### src/hsdl_pkg.sv
// Shared types, constants and coefficient tables of the hall sensor linearizer.
package hsdl_pkg;

  localparam int SMP_W      = 12;
  localparam int LVL_W      = 12;
  localparam int DIST_W     = 16;
  localparam int PORT_W     = 3;
  localparam int CFG_IDX_W  = 2;
  localparam int CFG_DATA_W = 12;
  localparam int WINDOW_DEF = 16;
  localparam int NUM_PORTS  = 5;

  // Curve argument index+3 and its log2 in Q4.16.
  localparam int X_W        = 13;
  localparam int N_W        = 4;
  localparam int LOG_FRAC_W = 16;
  localparam int LOG_W      = N_W + LOG_FRAC_W;
  localparam int M_W        = 31;
  localparam int RND_W      = 4;

  // Coefficients in Q.24, exponent and series widths.
  localparam int COEF_A_W   = 30;
  localparam int COEF_B_W   = 23;
  localparam int E_SHIFT    = 16;
  localparam int E_W        = COEF_B_W + LOG_W - E_SHIFT;
  localparam int F_W        = 24;
  localparam int K_W        = E_W - F_W;
  localparam int Q32_W      = 32;
  localparam int ACC_W      = 35;
  localparam int OMY_W      = 33;
  localparam int PROD_W     = COEF_A_W + OMY_W;
  localparam int DIST_SHIFT = 46;
  localparam int J_W        = 4;

  // One shared multiplier serves every product of the curve evaluation but the quotient check by j.
  localparam int MUL_X_W    = 33;
  localparam int MUL_Y_W    = 32;
  localparam int MUL_P_W    = MUL_X_W + MUL_Y_W;

  localparam logic [Q32_W-1:0] LN2_Q32   = 32'd2977044472;
  localparam logic [RND_W-1:0] LOG_LAST  = 4'd15;
  localparam logic [J_W-1:0]   TERM_ONE  = 4'd1;
  localparam logic [J_W-1:0]   TERM_LAST = 4'd14;

  typedef enum logic [CFG_IDX_W-1:0] {
    CFG_PORT_SELECT,
    CFG_MIN_LEVEL,
    CFG_MAX_LEVEL,
    CFG_OP_MAX_LEVEL
  } cfg_idx_t;

  typedef struct packed {
    logic [PORT_W-1:0] port_sel;
    logic [LVL_W-1:0]  min_lvl;
    logic [LVL_W-1:0]  max_lvl;
    logic [LVL_W-1:0]  opmax_lvl;
  } cfg_t;

  typedef struct packed {
    logic [SMP_W-1:0] sample;
  } in_item_t;

  typedef struct packed {
    logic [DIST_W-1:0] distance;
    logic [LVL_W-1:0]  averaged_level;
  } out_item_t;

  typedef enum logic [4:0] {
    S_IDLE,
    S_RING,
    S_MEAN,
    S_INDEX,
    S_NORM,
    S_LOG,
    S_EXP_MUL,
    S_T_MUL,
    S_TERM_ACC,
    S_TERM_MUL,
    S_TERM_RCP,
    S_TERM_COR,
    S_FIN_Y,
    S_FIN_MUL,
    S_FIN_RND,
    S_DONE
  } state_t;

  typedef enum logic [2:0] {
    MUL_SQ,
    MUL_EXP,
    MUL_T,
    MUL_TERM,
    MUL_RCP,
    MUL_FIN
  } mul_sel_t;

  typedef struct packed {
    logic     start;
    logic     ring;
    logic     mean;
    logic     index;
    logic     norm;
    logic     log_step;
    logic     exp_mul;
    logic     t_mul;
    logic     term_acc;
    logic     term_mul;
    logic     term_rcp;
    logic     term_cor;
    logic     fin_y;
    logic     fin_mul;
    logic     fin_rnd;
    logic     load_out;
    mul_sel_t mul_sel;
  } cmd_t;

  typedef struct packed {
    logic log_last;
    logic term_last;
  } stat_t;

  // Scale a of each calibrated port, round(a * 2^24).
  function automatic logic [COEF_A_W-1:0] coef_a(input logic [PORT_W-1:0] port);
    logic [COEF_A_W-1:0] val;
    unique case (port)
      3'd0:    val = 30'd771062460;
      3'd1:    val = 30'd762131964;
      3'd2:    val = 30'd767691346;
      3'd3:    val = 30'd761244366;
      3'd4:    val = 30'd775312229;
      default: val = '0;
    endcase
    return val;
  endfunction

  // Magnitude of the exponent b of each port, round(|b| * 2^24).
  function automatic logic [COEF_B_W-1:0] coef_b(input logic [PORT_W-1:0] port);
    logic [COEF_B_W-1:0] val;
    unique case (port)
      3'd0:    val = 23'd7544245;
      3'd1:    val = 23'd7454726;
      3'd2:    val = 23'd7509628;
      3'd3:    val = 23'd7455176;
      3'd4:    val = 23'd7574265;
      default: val = '0;
    endcase
    return val;
  endfunction

  // floor(2^32 / j); the quotient estimate from it is low by at most one.
  function automatic logic [Q32_W-1:0] recip_q32(input logic [J_W-1:0] j);
    logic [Q32_W-1:0] val;
    unique case (j)
      4'd2:    val = 32'd2147483648;
      4'd3:    val = 32'd1431655765;
      4'd4:    val = 32'd1073741824;
      4'd5:    val = 32'd858993459;
      4'd6:    val = 32'd715827882;
      4'd7:    val = 32'd613566756;
      4'd8:    val = 32'd536870912;
      4'd9:    val = 32'd477218588;
      4'd10:   val = 32'd429496729;
      4'd11:   val = 32'd390451572;
      4'd12:   val = 32'd357913941;
      4'd13:   val = 32'd330382099;
      4'd14:   val = 32'd306783378;
      default: val = '0;
    endcase
    return val;
  endfunction

endpackage

### src/hsdl_stream_if.sv
// Valid/ready stream channel carrying one item of a given payload type.
interface hsdl_stream_if #(
  parameter type item_t = logic
);
  logic  valid;
  logic  ready;
  item_t data;

  modport source (output valid, output data, input ready);
  modport sink   (input valid, input data, output ready);
endinterface

### src/hsdl_ram.sv
// Generic single-write, single-read RAM with registered read data.
module hsdl_ram #(
  parameter int WIDTH = 12,
  parameter int DEPTH = 16
) (
  input  logic                     clk,
  input  logic                     we,
  input  logic [$clog2(DEPTH)-1:0] waddr,
  input  logic [WIDTH-1:0]         wdata,
  input  logic [$clog2(DEPTH)-1:0] raddr,
  output logic [WIDTH-1:0]         rdata
);
  logic [WIDTH-1:0] mem_r [DEPTH];
  logic [WIDTH-1:0] rdata_r;

  always_ff @(posedge clk) begin
    if (we) begin
      mem_r[waddr] <= wdata;
    end
    rdata_r <= mem_r[raddr];
  end

  assign rdata = rdata_r;
endmodule

### src/hsdl_cfg_regs.sv
// Configuration register file written through the plain write port.
module hsdl_cfg_regs
  import hsdl_pkg::*;
(
  input  logic                  clk,
  input  logic                  rst_n,
  input  logic                  cfg_we,
  input  logic [CFG_IDX_W-1:0]  cfg_index,
  input  logic [CFG_DATA_W-1:0] cfg_wdata,
  output cfg_t                  cfg
);
  cfg_t cfg_r;
  cfg_t cfg_nxt;

  always_comb begin
    cfg_nxt = cfg_r;
    if (cfg_we) begin
      unique case (cfg_idx_t'(cfg_index))
        CFG_PORT_SELECT:  cfg_nxt.port_sel  = cfg_wdata[PORT_W-1:0];
        CFG_MIN_LEVEL:    cfg_nxt.min_lvl   = cfg_wdata[LVL_W-1:0];
        CFG_MAX_LEVEL:    cfg_nxt.max_lvl   = cfg_wdata[LVL_W-1:0];
        CFG_OP_MAX_LEVEL: cfg_nxt.opmax_lvl = cfg_wdata[LVL_W-1:0];
      endcase
    end
  end

  always_ff @(posedge clk) begin
    if (!rst_n) begin
      cfg_r.port_sel  <= '0;
      cfg_r.min_lvl   <= '0;
      cfg_r.max_lvl   <= '1;
      cfg_r.opmax_lvl <= '1;
    end else begin
      cfg_r <= cfg_nxt;
    end
  end

  assign cfg = cfg_r;
endmodule

### src/hsdl_ctrl.sv
// Sequencer that steps the datapath through ring update, log, series and scaling.
module hsdl_ctrl
  import hsdl_pkg::*;
(
  input  logic  clk,
  input  logic  rst_n,
  input  logic  in_valid,
  output logic  in_ready,
  output logic  out_valid,
  input  logic  out_ready,
  input  stat_t stat,
  output cmd_t  cmd
);
  state_t state_r;
  state_t state_nxt;
  logic   out_valid_r;
  logic   out_valid_nxt;
  logic   out_free;

  // The output register takes a new item once the old one is gone or leaving.
  assign out_free = !out_valid_r || out_ready;

  always_comb begin
    state_nxt = state_r;
    unique case (state_r)
      S_IDLE:     if (in_valid) state_nxt = S_RING;
      S_RING:     state_nxt = S_MEAN;
      S_MEAN:     state_nxt = S_INDEX;
      S_INDEX:    state_nxt = S_NORM;
      S_NORM:     state_nxt = S_LOG;
      S_LOG:      if (stat.log_last) state_nxt = S_EXP_MUL;
      S_EXP_MUL:  state_nxt = S_T_MUL;
      S_T_MUL:    state_nxt = S_TERM_ACC;
      S_TERM_ACC: state_nxt = stat.term_last ? S_FIN_Y : S_TERM_MUL;
      S_TERM_MUL: state_nxt = S_TERM_RCP;
      S_TERM_RCP: state_nxt = S_TERM_COR;
      S_TERM_COR: state_nxt = S_TERM_ACC;
      S_FIN_Y:    state_nxt = S_FIN_MUL;
      S_FIN_MUL:  state_nxt = S_FIN_RND;
      S_FIN_RND:  state_nxt = S_DONE;
      S_DONE:     if (out_free) state_nxt = S_IDLE;
      default:    state_nxt = S_IDLE;
    endcase
  end

  always_comb begin
    cmd         = '0;
    cmd.mul_sel = MUL_SQ;
    in_ready    = 1'b0;
    unique case (state_r)
      S_IDLE: begin
        in_ready  = 1'b1;
        cmd.start = in_valid;
      end
      S_RING:  cmd.ring  = 1'b1;
      S_MEAN:  cmd.mean  = 1'b1;
      S_INDEX: cmd.index = 1'b1;
      S_NORM:  cmd.norm  = 1'b1;
      S_LOG: begin
        cmd.log_step = 1'b1;
        cmd.mul_sel  = MUL_SQ;
      end
      S_EXP_MUL: begin
        cmd.exp_mul = 1'b1;
        cmd.mul_sel = MUL_EXP;
      end
      S_T_MUL: begin
        cmd.t_mul   = 1'b1;
        cmd.mul_sel = MUL_T;
      end
      S_TERM_ACC: cmd.term_acc = 1'b1;
      S_TERM_MUL: begin
        cmd.term_mul = 1'b1;
        cmd.mul_sel  = MUL_TERM;
      end
      S_TERM_RCP: begin
        cmd.term_rcp = 1'b1;
        cmd.mul_sel  = MUL_RCP;
      end
      S_TERM_COR: cmd.term_cor = 1'b1;
      S_FIN_Y:    cmd.fin_y    = 1'b1;
      S_FIN_MUL: begin
        cmd.fin_mul = 1'b1;
        cmd.mul_sel = MUL_FIN;
      end
      S_FIN_RND: cmd.fin_rnd  = 1'b1;
      S_DONE:    cmd.load_out = out_free;
      default: ;
    endcase
  end

  always_comb begin
    out_valid_nxt = out_valid_r;
    if (cmd.load_out) begin
      out_valid_nxt = 1'b1;
    end else if (out_ready) begin
      out_valid_nxt = 1'b0;
    end
  end

  always_ff @(posedge clk) begin
    if (!rst_n) begin
      state_r     <= S_IDLE;
      out_valid_r <= 1'b0;
    end else begin
      state_r     <= state_nxt;
      out_valid_r <= out_valid_nxt;
    end
  end

  assign out_valid = out_valid_r;
endmodule

### src/hsdl_dp.sv
// Datapath: sample ring with running sum, level clamp, fixed-point power curve.
module hsdl_dp
  import hsdl_pkg::*;
#(
  parameter int WINDOW = WINDOW_DEF
) (
  input  logic             clk,
  input  logic             rst_n,
  input  cmd_t             cmd,
  output stat_t            stat,
  input  cfg_t             cfg,
  input  logic [SMP_W-1:0] in_sample,
  output out_item_t        out_item
);
  localparam int PTR_W = $clog2(WINDOW);
  localparam int SUM_W = SMP_W + PTR_W;
  localparam int IDX_W = LVL_W + 2;
  localparam int EPROD_W = COEF_B_W + LOG_W;
  localparam logic [PTR_W-1:0] PTR_LAST = PTR_W'(WINDOW - 1);
  localparam logic signed [IDX_W-1:0] IDX_ONE = IDX_W'(1);
  localparam logic signed [IDX_W-1:0] IDX_MAX = IDX_W'(1 << LVL_W);
  localparam logic [X_W-1:0] X_OFS = X_W'(3);
  localparam logic signed [ACC_W-1:0] ACC_ONE =
    {{(ACC_W-Q32_W-1){1'b0}}, 1'b1, {Q32_W{1'b0}}};
  localparam logic [ACC_W-2:0] Y_ONE = {{(ACC_W-Q32_W-2){1'b0}}, 1'b1, {Q32_W{1'b0}}};
  localparam logic [OMY_W-1:0] OMY_ONE = {1'b1, {Q32_W{1'b0}}};
  localparam logic [EPROD_W-1:0] E_HALF = EPROD_W'(1) << (E_SHIFT - 1);
  localparam logic [PROD_W-1:0] D_HALF = PROD_W'(1) << (DIST_SHIFT - 1);

  // Ring and running sum.
  logic [SMP_W-1:0]  smp_r;
  logic [SUM_W-1:0]  sum_r, sum_nxt;
  logic [PTR_W-1:0]  wpos_r, wpos_nxt;
  logic              wrapped_r, wrapped_nxt;
  logic [SMP_W-1:0]  ram_rdata;
  logic [SMP_W-1:0]  old_smp;

  // Level and curve argument.
  logic [LVL_W-1:0]  mean_r, mean_nxt;
  logic [LVL_W-1:0]  lvl_r, lvl_nxt;
  logic [X_W-1:0]    x_r, x_nxt;
  logic signed [IDX_W-1:0] d_lvl, d_max, idx;

  // Logarithm.
  logic [N_W-1:0]        n_r, msb;
  logic [M_W-1:0]        m_r, m_nxt;
  logic [LOG_FRAC_W-1:0] frac_r, frac_nxt;
  logic [RND_W-1:0]      rnd_r, rnd_nxt;
  logic [Q32_W-1:0]      sq;
  logic [LOG_W-1:0]      log_q16;

  // Exponent and series.
  logic [E_W-1:0]          e_r;
  logic [EPROD_W-1:0]      e_sum;
  logic [Q32_W-1:0]        t_r;
  logic [Q32_W-1:0]        term_r, term_nxt;
  logic [Q32_W-1:0]        p_r;
  logic [Q32_W-1:0]        q0_r;
  logic [J_W-1:0]          j_r, j_nxt;
  logic signed [ACC_W-1:0] acc_r, acc_nxt;
  logic signed [ACC_W-1:0] term_s;
  logic [Q32_W+J_W-1:0]    qj, rem;

  // Final scaling.
  logic [ACC_W-2:0]  acc_pos, y_sh;
  logic [OMY_W-1:0]  y_cl;
  logic [OMY_W-1:0]  omy_r;
  logic [PROD_W-1:0] prod_r;
  logic [PROD_W-1:0] prod_rnd;
  logic [DIST_W-1:0] dist_r, dist_nxt;
  logic [DIST_W-1:0] out_dist_r;
  logic [LVL_W-1:0]  out_avg_r;

  // Shared multiplier.
  logic [MUL_X_W-1:0] mul_x;
  logic [MUL_Y_W-1:0] mul_y;
  logic [MUL_P_W-1:0] mul_p;

  hsdl_ram #(
    .WIDTH (SMP_W),
    .DEPTH (WINDOW)
  ) u_ring (
    .clk   (clk),
    .we    (cmd.ring),
    .waddr (wpos_r),
    .wdata (smp_r),
    .raddr (wpos_r),
    .rdata (ram_rdata)
  );

  assign log_q16 = {n_r, frac_r};

  always_comb begin
    mul_x = '0;
    mul_y = '0;
    unique case (cmd.mul_sel)
      MUL_SQ: begin
        mul_x = MUL_X_W'(m_r);
        mul_y = MUL_Y_W'(m_r);
      end
      MUL_EXP: begin
        mul_x = MUL_X_W'(log_q16);
        mul_y = MUL_Y_W'(coef_b(cfg.port_sel));
      end
      MUL_T: begin
        mul_x = MUL_X_W'(e_r[F_W-1:0]);
        mul_y = LN2_Q32;
      end
      MUL_TERM: begin
        mul_x = MUL_X_W'(term_r);
        mul_y = t_r;
      end
      MUL_RCP: begin
        mul_x = MUL_X_W'(p_r);
        mul_y = recip_q32(j_r);
      end
      MUL_FIN: begin
        mul_x = omy_r;
        mul_y = MUL_Y_W'(coef_a(cfg.port_sel));
      end
      default: ;
    endcase
  end

  assign mul_p = MUL_P_W'(mul_x) * MUL_P_W'(mul_y);

  // Until the pointer has wrapped once, the slot being replaced was never written.
  assign old_smp     = wrapped_r ? ram_rdata : '0;
  assign sum_nxt     = sum_r - SUM_W'(old_smp) + SUM_W'(smp_r);
  assign wpos_nxt    = wpos_r + PTR_W'(1);
  assign wrapped_nxt = wrapped_r | (wpos_r == PTR_LAST);

  always_comb begin
    mean_nxt = sum_r[SUM_W-1:PTR_W];
    lvl_nxt  = (mean_nxt < cfg.min_lvl) ? cfg.min_lvl : mean_nxt;
    if (lvl_nxt > cfg.opmax_lvl) begin
      lvl_nxt = cfg.opmax_lvl;
    end
  end

  always_comb begin
    d_lvl = $signed({2'b00, lvl_r}) - $signed({2'b00, cfg.min_lvl}) + IDX_ONE;
    d_max = $signed({2'b00, cfg.max_lvl}) - $signed({2'b00, cfg.min_lvl}) + IDX_ONE;
    idx   = (lvl_r >= cfg.max_lvl) ? d_max : d_lvl;
    if (idx < IDX_ONE) begin
      idx = IDX_ONE;
    end
    if (idx > IDX_MAX) begin
      idx = IDX_MAX;
    end
    x_nxt = idx[X_W-1:0] + X_OFS;
  end

  always_comb begin
    msb = '0;
    for (int i = 0; i < X_W; i++) begin
      if (x_r[i]) begin
        msb = N_W'(i);
      end
    end
  end

  // One squaring round of the log fraction: a product at or above two yields a 1 bit.
  always_comb begin
    sq       = mul_p[2*M_W-1:M_W-1];
    m_nxt    = sq[Q32_W-1] ? sq[Q32_W-1:1] : sq[M_W-1:0];
    frac_nxt = {frac_r[LOG_FRAC_W-2:0], sq[Q32_W-1]};
    rnd_nxt  = rnd_r + RND_W'(1);
  end

  assign e_sum = mul_p[EPROD_W-1:0] + E_HALF;

  always_comb begin
    qj       = (Q32_W+J_W)'(q0_r) * (Q32_W+J_W)'(j_r);
    rem      = (Q32_W+J_W)'(p_r) - qj;
    term_nxt = (rem >= (Q32_W+J_W)'(j_r)) ? q0_r + Q32_W'(1) : q0_r;
  end

  // Odd terms of the series for e^-t are subtracted.
  always_comb begin
    term_s  = $signed({{(ACC_W-Q32_W){1'b0}}, term_r});
    acc_nxt = j_r[0] ? acc_r - term_s : acc_r + term_s;
    j_nxt   = j_r + J_W'(1);
  end

  always_comb begin
    acc_pos = acc_r[ACC_W-1] ? '0 : acc_r[ACC_W-2:0];
    y_sh    = acc_pos >> e_r[E_W-1:F_W];
    y_cl    = (y_sh > Y_ONE) ? Y_ONE[OMY_W-1:0] : y_sh[OMY_W-1:0];
  end

  always_comb begin
    prod_rnd = prod_r + D_HALF;
    dist_nxt = prod_rnd[DIST_SHIFT+DIST_W-1:DIST_SHIFT];
    if (cfg.port_sel >= PORT_W'(NUM_PORTS)) begin
      dist_nxt = '0;
    end
  end

  always_ff @(posedge clk) begin
    if (!rst_n) begin
      sum_r     <= '0;
      wpos_r    <= '0;
      wrapped_r <= 1'b0;
      rnd_r     <= '0;
      j_r       <= '0;
    end else begin
      if (cmd.ring) begin
        sum_r     <= sum_nxt;
        wpos_r    <= wpos_nxt;
        wrapped_r <= wrapped_nxt;
      end
      if (cmd.norm) begin
        rnd_r <= '0;
      end else if (cmd.log_step) begin
        rnd_r <= rnd_nxt;
      end
      if (cmd.t_mul) begin
        j_r <= TERM_ONE;
      end else if (cmd.term_acc) begin
        j_r <= j_nxt;
      end
    end
  end

  always_ff @(posedge clk) begin
    if (cmd.start) begin
      smp_r <= in_sample;
    end
    if (cmd.mean) begin
      mean_r <= mean_nxt;
      lvl_r  <= lvl_nxt;
    end
    if (cmd.index) begin
      x_r <= x_nxt;
    end
    if (cmd.norm) begin
      n_r    <= msb;
      m_r    <= M_W'(x_r) << (M_W - 1 - int'(msb));
      frac_r <= '0;
    end else if (cmd.log_step) begin
      m_r    <= m_nxt;
      frac_r <= frac_nxt;
    end
    if (cmd.exp_mul) begin
      e_r <= e_sum[EPROD_W-1:E_SHIFT];
    end
    if (cmd.t_mul) begin
      t_r    <= mul_p[F_W+Q32_W-1:F_W];
      term_r <= mul_p[F_W+Q32_W-1:F_W];
      acc_r  <= ACC_ONE;
    end else if (cmd.term_cor) begin
      term_r <= term_nxt;
    end
    if (cmd.term_acc) begin
      acc_r <= acc_nxt;
    end
    if (cmd.term_mul) begin
      p_r <= mul_p[2*Q32_W-1:Q32_W];
    end
    if (cmd.term_rcp) begin
      q0_r <= mul_p[2*Q32_W-1:Q32_W];
    end
    if (cmd.fin_y) begin
      omy_r <= OMY_ONE - y_cl;
    end
    if (cmd.fin_mul) begin
      prod_r <= mul_p[PROD_W-1:0];
    end
    if (cmd.fin_rnd) begin
      dist_r <= dist_nxt;
    end
    if (cmd.load_out) begin
      out_dist_r <= dist_r;
      out_avg_r  <= mean_r;
    end
  end

  assign stat.log_last  = (rnd_r == LOG_LAST);
  assign stat.term_last = (j_r == TERM_LAST);

  assign out_item.distance       = out_dist_r;
  assign out_item.averaged_level = out_avg_r;
endmodule

### src/hall_sensor_distance_linearizer.sv
// Items are taken one at a time: a new item is accepted only once the last is done, as
// the 16-round log2 squaring loop and the 14-term exponential series (multiply, reciprocal
// multiply, correct, accumulate per term) run in turn, their wide products all through one
// shared 33x32 multiplier. A waiting result blocks intake only once the following item has
// also finished. Reset: control, configuration, ring and loop-counter registers take their
// defaults; the sample ring reads as zero until the write pointer wraps once, so no
// clearing pass is needed.
module hall_sensor_distance_linearizer
  import hsdl_pkg::*;
#(
  parameter int WINDOW = WINDOW_DEF
) (
  input  logic                  clk,
  input  logic                  rst_n,
  hsdl_stream_if.sink           in_ch,
  hsdl_stream_if.source         out_ch,
  input  logic                  cfg_we,
  input  logic [CFG_IDX_W-1:0]  cfg_index,
  input  logic [CFG_DATA_W-1:0] cfg_wdata
);
  cfg_t      cfg;
  cmd_t      cmd;
  stat_t     stat;
  in_item_t  in_item;
  out_item_t out_item;
  logic      in_ready;
  logic      out_valid;

  assign in_item      = in_ch.data;
  assign in_ch.ready  = in_ready;
  assign out_ch.valid = out_valid;
  assign out_ch.data  = out_item;

  hsdl_cfg_regs u_cfg (
    .clk       (clk),
    .rst_n     (rst_n),
    .cfg_we    (cfg_we),
    .cfg_index (cfg_index),
    .cfg_wdata (cfg_wdata),
    .cfg       (cfg)
  );

  hsdl_ctrl u_ctrl (
    .clk       (clk),
    .rst_n     (rst_n),
    .in_valid  (in_ch.valid),
    .in_ready  (in_ready),
    .out_valid (out_valid),
    .out_ready (out_ch.ready),
    .stat      (stat),
    .cmd       (cmd)
  );

  hsdl_dp #(
    .WINDOW (WINDOW)
  ) u_dp (
    .clk       (clk),
    .rst_n     (rst_n),
    .cmd       (cmd),
    .stat      (stat),
    .cfg       (cfg),
    .in_sample (in_item.sample),
    .out_item  (out_item)
  );
endmodule

### src/flat_wrapper.sv
// flat-port wrapper written by rule: the top's interface ports become plain ports
module hall_sensor_distance_linearizer_flat import hsdl_pkg::*;
#(
  parameter int WINDOW = WINDOW_DEF
)
  (clk, rst_n, cfg_we, cfg_index, cfg_wdata, in_ch_valid, in_ch_data, in_ch_ready, out_ch_valid, out_ch_data, out_ch_ready);
  hsdl_stream_if #(.item_t(in_item_t)) in_ch_i ();
  hsdl_stream_if #(.item_t(out_item_t)) out_ch_i ();
  input  logic clk;
  input  logic rst_n;
  input  logic cfg_we;
  input  logic [CFG_IDX_W-1:0] cfg_index;
  input  logic [CFG_DATA_W-1:0] cfg_wdata;
  input wire logic [$bits(in_ch_i.valid)-1:0] in_ch_valid;
  input wire logic [$bits(in_ch_i.data)-1:0] in_ch_data;
  output wire logic [$bits(in_ch_i.ready)-1:0] in_ch_ready;
  output wire logic [$bits(out_ch_i.valid)-1:0] out_ch_valid;
  output wire logic [$bits(out_ch_i.data)-1:0] out_ch_data;
  input wire logic [$bits(out_ch_i.ready)-1:0] out_ch_ready;
  assign in_ch_i.valid = in_ch_valid;
  assign in_ch_i.data = in_ch_data;
  assign in_ch_ready = in_ch_i.ready;
  assign out_ch_valid = out_ch_i.valid;
  assign out_ch_data = out_ch_i.data;
  assign out_ch_i.ready = out_ch_ready;
  hall_sensor_distance_linearizer #(.WINDOW(WINDOW)) u_core (.clk(clk), .rst_n(rst_n), .in_ch(in_ch_i), .out_ch(out_ch_i), .cfg_we(cfg_we), .cfg_index(cfg_index), .cfg_wdata(cfg_wdata));
endmodule
### config.mk
export PLATFORM = sky130hd
export DESIGN_NAME = hall_sensor_distance_linearizer_flat
export DESIGN_NICKNAME = d
export VERILOG_FILES = /design/src/hsdl_pkg.sv /design/src/hsdl_stream_if.sv /design/src/hsdl_ram.sv /design/src/hsdl_cfg_regs.sv /design/src/hsdl_ctrl.sv /design/src/hsdl_dp.sv /design/src/hall_sensor_distance_linearizer.sv /design/src/flat_wrapper.sv
export SDC_FILE = /design/constraint.sdc
export NUM_CORES = 2
export LEC_CHECK = 0
export ABC_AREA = 1
export BUFFER_PORTS_ARGS = -buffer_cell sky130_fd_sc_hd__buf_2
export CAP_MARGIN = 40
export CORE_MARGIN = 2
export CORE_UTILIZATION = 60
export DETAILED_ROUTE_END_ITERATION = 8
export GPL_TIMING_DRIVEN = 0
export PLACE_DENSITY_LB_ADDON = 0.15
export SYNTH_ARGS = -nofsm -noshare
export SYNTH_HDL_FRONTEND = slang
export SYNTH_HIERARCHICAL = 1
export SYNTH_SLANG_ARGS = --single-unit
### constraint.sdc
create_clock -name clk -period 11.55 [get_ports clk]
set_input_delay 2.8875 -clock clk [delete_from_list [all_inputs] [get_ports clk]]
set_output_delay 2.8875 -clock clk [all_outputs]
set_load 0.05 [all_outputs]
# [After elaboration in Yosys (flattened, before gate mapping)]
# Memory sizes are Yosys's and may differ from the RTL's. A register that Yosys moved wholly into a read port is not among the register bits.
# Cells that the tools add are included.
[word_totals] regBits=503 latch_bits=0 ramBits=192 rom_bits=512 input_bits=31 output_inout_bits=30 wordCells=177 n_memories=2
[mem_list] memory="(name not given)" depth=16 word_bits=32 read_ports=1 rd_ports_with_merged_regs=0 wr=0 line="hsdl_pkg.sv:152" rtl="unique case (j)"
[mem_list] memory="u_core.u_dp.u_ring.mem_r" depth=16 word_bits=12 read_ports=1 rd_ports_with_merged_regs=1 wr=1 line="hsdl_ram.sv:13" rtl="logic [WIDTH-1:0] mem_r [DEPTH];"
[op_classes] add_sub_neg=18 n_mul=2 div_mod_pow=0 n_lt_le_gt_ge=8 n_eq_ne=33 shift=2 muxes=62 bitwise=2 n_reduce_logical=18
[op_table] operator="one-hot mux 33 bit (6 select lines)" n=1
[op_table] operator="one-hot mux 32 bit (6 select lines)" n=1
[op_table] operator="one-hot mux 30 bit (5 select lines)" n=1
[op_table] operator="one-hot mux 23 bit (5 select lines)" n=1
[op_table] operator="two-way mux 35 bit" n=3
[op_table] operator="two-way mux 32 bit" n=3
[op_table] operator="two-way mux 31 bit" n=3
[op_table] operator="one-hot mux 5 bit (15 select lines)" n=1
[op_table] operator="multiplier 33 x 32 -> 64 bit" n=1
[op_table] operator="adder 62 x 46 -> 62 bit, second input constant" n=1
[op_table] operator="two-way mux 4 bit" n=11
[op_table] operator="adder 43 x 16 -> 43 bit, second input constant" n=1
[op_table] operator="== test 5 x 4 -> 1 bit, second input constant" n=8
[op_table] operator=">= comparator 36 x 4 -> 1 bit" n=1
[op_table] operator="multiplier 32 x 4 -> 36 bit" n=1
[op_table] operator="two-way mux 12 bit" n=3
[op_table] operator="subtractor 32 x 36 -> 36 bit" n=1
[op_table] operator="adder 35 x 33 -> 35 bit" n=1
[op_table] operator="subtractor 35 x 33 -> 35 bit" n=1
[op_table] operator="> comparator 34 x 33 -> 1 bit, second input constant" n=1
[op_table] operator="two-way mux 34 bit" n=1
[op_table] operator="right shift 34 x 3 -> 34 bit" n=1
[op_table] operator="two-way mux 33 bit" n=1
[op_table] operator="subtractor 33 bit, first input constant" n=1
[op_table] operator="other kinds (43)" n=96

# [Longest topological paths before layout]
[depth] word_depth=15 mapped_depth=54 depth_no_buf=52

# [By module]
# The synthesis kept the hierarchy.
[modules_own_cells] module="hsdl_dp" n_inst=1 cells_each=8701 area_per_inst_um2=67405.9 seq_area_each_um2=11951.5
[modules_own_cells] module="hsdl_ram" n_inst=1 cells_each=813 area_per_inst_um2=8562.0 seq_area_each_um2=6005.8
[modules_own_cells] module="hsdl_cfg_regs" n_inst=1 cells_each=210 area_per_inst_um2=1584.0 seq_area_each_um2=780.7
[modules_own_cells] module="hsdl_ctrl" n_inst=1 cells_each=82 area_per_inst_um2=450.4 seq_area_each_um2=100.1

# [Worst setup path before layout]
# OpenSTA, ideal clock, no wires.
[synth_timing] kind="register -> register" start="register u_core.u_ctrl.state_r[1]" end="register u_core.u_dp.m_r[17] (data pin)" setup_time_ps=259 arrival_ps=9122 t_required_ps=11291 setup_slack_ps=2169 path_stages_with_launch=44 n_path_buf=5 period_less_slack_ps=9381 path_cell_list="dfxtp_1 inv_1 nor2_1 inv_1 o22ai_1 inv_2 nand2_1 inv_1 clkbuf_1 clkbuf_1 nand2_1 nand2_1 nor4_1 clkbuf_1 nor2_1 fa_1 inv_1 fa_1 [8 not listed] inv_1 ha_1 a21oi_1 inv_1 nor2_1 inv_1 a21oi_1 nor2_1 nor2_1 nor2_1 a211oi_1 o21ai_0 nand2_1 nand2_1 buf_4 buf_4 o211ai_1 nand2_1"
[synth_rtl] item="start, declared" line="hsdl_ctrl.sv:14" rtl="state_t state_r;"
[synth_rtl] item="start signal, assigned" line="hsdl_ctrl.sv:106" rtl="state_r <= state_nxt;"
[synth_rtl] item="end signal, assigned" line="hsdl_dp.sv:239" rtl="m_r <= M_W'(x_r) << (M_W - 1 - int'(msb));"
[synth_rtl] item="end signal, assigned" line="hsdl_dp.sv:242" rtl="m_r <= m_nxt;"
[synth_rtl] item="end, declared" line="hsdl_dp.sv:46" rtl="logic [M_W-1:0] m_r, m_nxt;"

==> results.toml <==
[run_status]
status = "finished, final reports clean"

[grt]
overflow = 0
grt_pass1_vias = 68070
grt_max_degree = 34
grt_pass1_wl_mm = 425.9
antenna_found_initial = 19
grt_util_all_layers = 0.4391

[detailed_routing]
wl_met3_mm = 40.18
vias = 70170
totalWireLength_mm = 290.0
viasPerCell = 5.900
met2_wirelength_mm = 122.2
wl_met1_mm = 106.2
routedWlPerCell_microns = 24.38
drtIter0Drc = 9273
drt_pass1_iterations = 7
final_antenna_net_count = 0
drc = 0
maxUsedRoutingLayer = "met5"

[logic_synthesis]
synth_cell_types = 69
synth.largest_area_cell = "fa_1"
ys_top_cells_by_area = "fa_1, edfxtp_1, nand2_1, inv_1, ha_1"
synthFlopType = "edfxtp_1"
synth_edf_count = 560
syn_avg_cell_area_sq_um = 7.955
ys_seq_area_frac = 0.2415
yosys_warnings = 6
yosys.area.top_type_share = 0.2638
async_flop_share = 0
syn_inst = 9806
synth_area_sq_mm = 0.07800
synth-seq-cells = 661

[hold_path]
hp-class = "register to register"

[final_layout]
seq_area_sq_mm = 0.01884
fin_util = 0.6578
n_fill_cell = 11210
area_delta_synth_final_pct = 9.048
nets = 11560
final_cell_mix = "nand2_1, inv_1, fa_1"
layoutNonFillerInstCount = 11890
drive_above_1_share = 0.06470
multi_input_area_sq_mm = 0.04993
layout_commonest_cell = "nand2_1"

[clocking]
cts.clk_slew.worst_paths_ps = 60
clock_latency_ps = 700
numCtsBuffers = 71
clk_path_buf_depth = 3
cts_tree = "built"
cts-root-buf = "clkbuf_16"
ctsHoldBuffers = 0
cts_sinks = 661
htree_levels = 3

[timing]
finalMaxSlewViolations = 0
min_period_over_period = 0.9966
finalSetupViolCount = 0
hold_viol = 0
relSlewSlack = 0.3311
rsz0062_at_grt = "true"
finalHoldWorstSlack_ps = 420.1
finalCriticalPeriod_ps = 11510
fmax_mhz = 86.88
skew_ps = 65.88
setup_ws_ps = 39.78
worstMarginPinSlew_ps = 1003

[placed_design]
place_congestion = 1.089
io_buffers = 57
place_inst = 11730
dp_hpwl_mm = 239.6
dp_worst_setup_slack_ps = -1105

[critical_path]
crit_buf_inv = 14
crit_type = "register to register"
critPathMaxFanout = 10
slowest_delay_ps = 670
critPathMostFrequentCell = "fa_1"
slowest_stage = "fa_1"
critPathTopFamily = "adder cells"
endpoint_kind = "register"
crit_required_ps = 11900
worstPathArrival_ps = 11860
cp-start-kind = "register"

[floorplanning]
die_x_microns = 364.6
coreArea_sq_mm = 0.1293
start_util = 0.6032
core.rowCount = 132
io_pins = 61
die_area_sq_mm = 0.1329
die_h_microns = 364.6

[run]
cap_violations = 0
[cells in the mapped netlist (all sizes together), types with 10 or more instances]
cell type,number
dfxtp,101
a22o,18
a21o,10
nand3b,18
a31oi,37
a211oi,14
xor2,132
nor2,936
nand3,413
buf,108
clkbuf,269
o21a,28
o21bai,12
edfxtp,560
o22ai,32
nand2,2457
o21ai,382
nor4,35
nor3,67
o211ai,20
fa,1028
clkinv,16
a21oi,333
xnor2,64
nand4,112
inv,2113
ha,423
[logic make-up after synthesis]
| family | count (synthesis) | share of synthesized area |
|---|---|---|
| simple gates | 4060 | 0.2135 |
| buf+inv | 2506 | 0.1236 |
| fa+ha+maj | 1451 | 0.3317 |
| compound gates | 925 | 0.06609 |
| flops | 661 | 0.2415 |
| xor+xnor | 196 | 0.02273 |
| mux | 6 | 0.0007700 |
| other cells | 1 | 0.00004808 |
[through the flow]
stage	cell area [sq um]	setup TNS (ps)
3_5_place_dp	82090	-111670
6_report	85060	0
2_1_floorplan	78010	0
3_3_place_gp	80470	-434750
5_1_grt	85030	-203.7
4_1_cts	84620	0
[metal layers]
metal  global-route usage  up-vias
li1                     -    30630
met1               0.5732    33790
met2               0.6433     4700
met3               0.1345     1024
met4               0.2657       28
met5             0.005810        -
[final timing paths]
check / startpoint / to / slack (ps) / cells after the start
worst min register to register: u_core/u_dp/mean_r[6] / u_core/u_dp/out_avg_r[6] / 420 / 0
worst min-delay path: u_core/u_dp/mean_r[6] / u_core/u_dp/out_avg_r[6] / 420 / 0
worst max-delay path: u_core/u_ctrl/state_r[0] / u_core/u_dp/e_r[26] / 40 / 41
worst max register to register: u_core/u_ctrl/state_r[0] / u_core/u_dp/e_r[26] / 40 / 41
[repair_timing]
action / 4_1_cts / 5_1_grt
resized for setup: 48 / 161
setup buffers: 1 / 16
pin swaps: 0 / 3
setup endpoints to repair: 186 / 149
[sequential cells by signal, summed over array words and instances, names as in the netlist, 16 cells and up]
signal / flops
u_core/u_dp/u_ring/mem_r: 192
u_core/u_dp/acc_r: 35
u_core/u_dp/q0_r: 32
u_core/u_dp/m_r: 31
u_core/u_dp/t_r: 32
u_core/u_dp/out_dist_r: 16
u_core/u_cfg/cfg: 39
u_core/u_dp/term_r: 32
u_core/u_dp/prod_r: 17
u_core/u_dp/frac_r: 16
u_core/u_dp/e_r: 27
u_core/u_dp/sum_r: 16
u_core/u_dp/p_r: 32
u_core/u_dp/omy_r: 33
u_core/u_dp/dist_r: 16
[cell type report]
cell class | instances | area share
Multi-Input combinational cell | 6640 | 0.5870
Sequential cell | 661 | 0.2215
Inverter | 2129 | 0.09441
Tap cell | 1742 | 0.02562
Timing Repair Buffer | 205 | 0.02249
Clock buffer | 86 | 0.02229
Buffer | 374 | 0.02048
Clock inverter | 44 | 0.005869
Antenna cell | 12 | 0.0003530
Power is not shown: default switching activity piles up to over one toggle a cycle in this logic, so the estimate is an artifact.
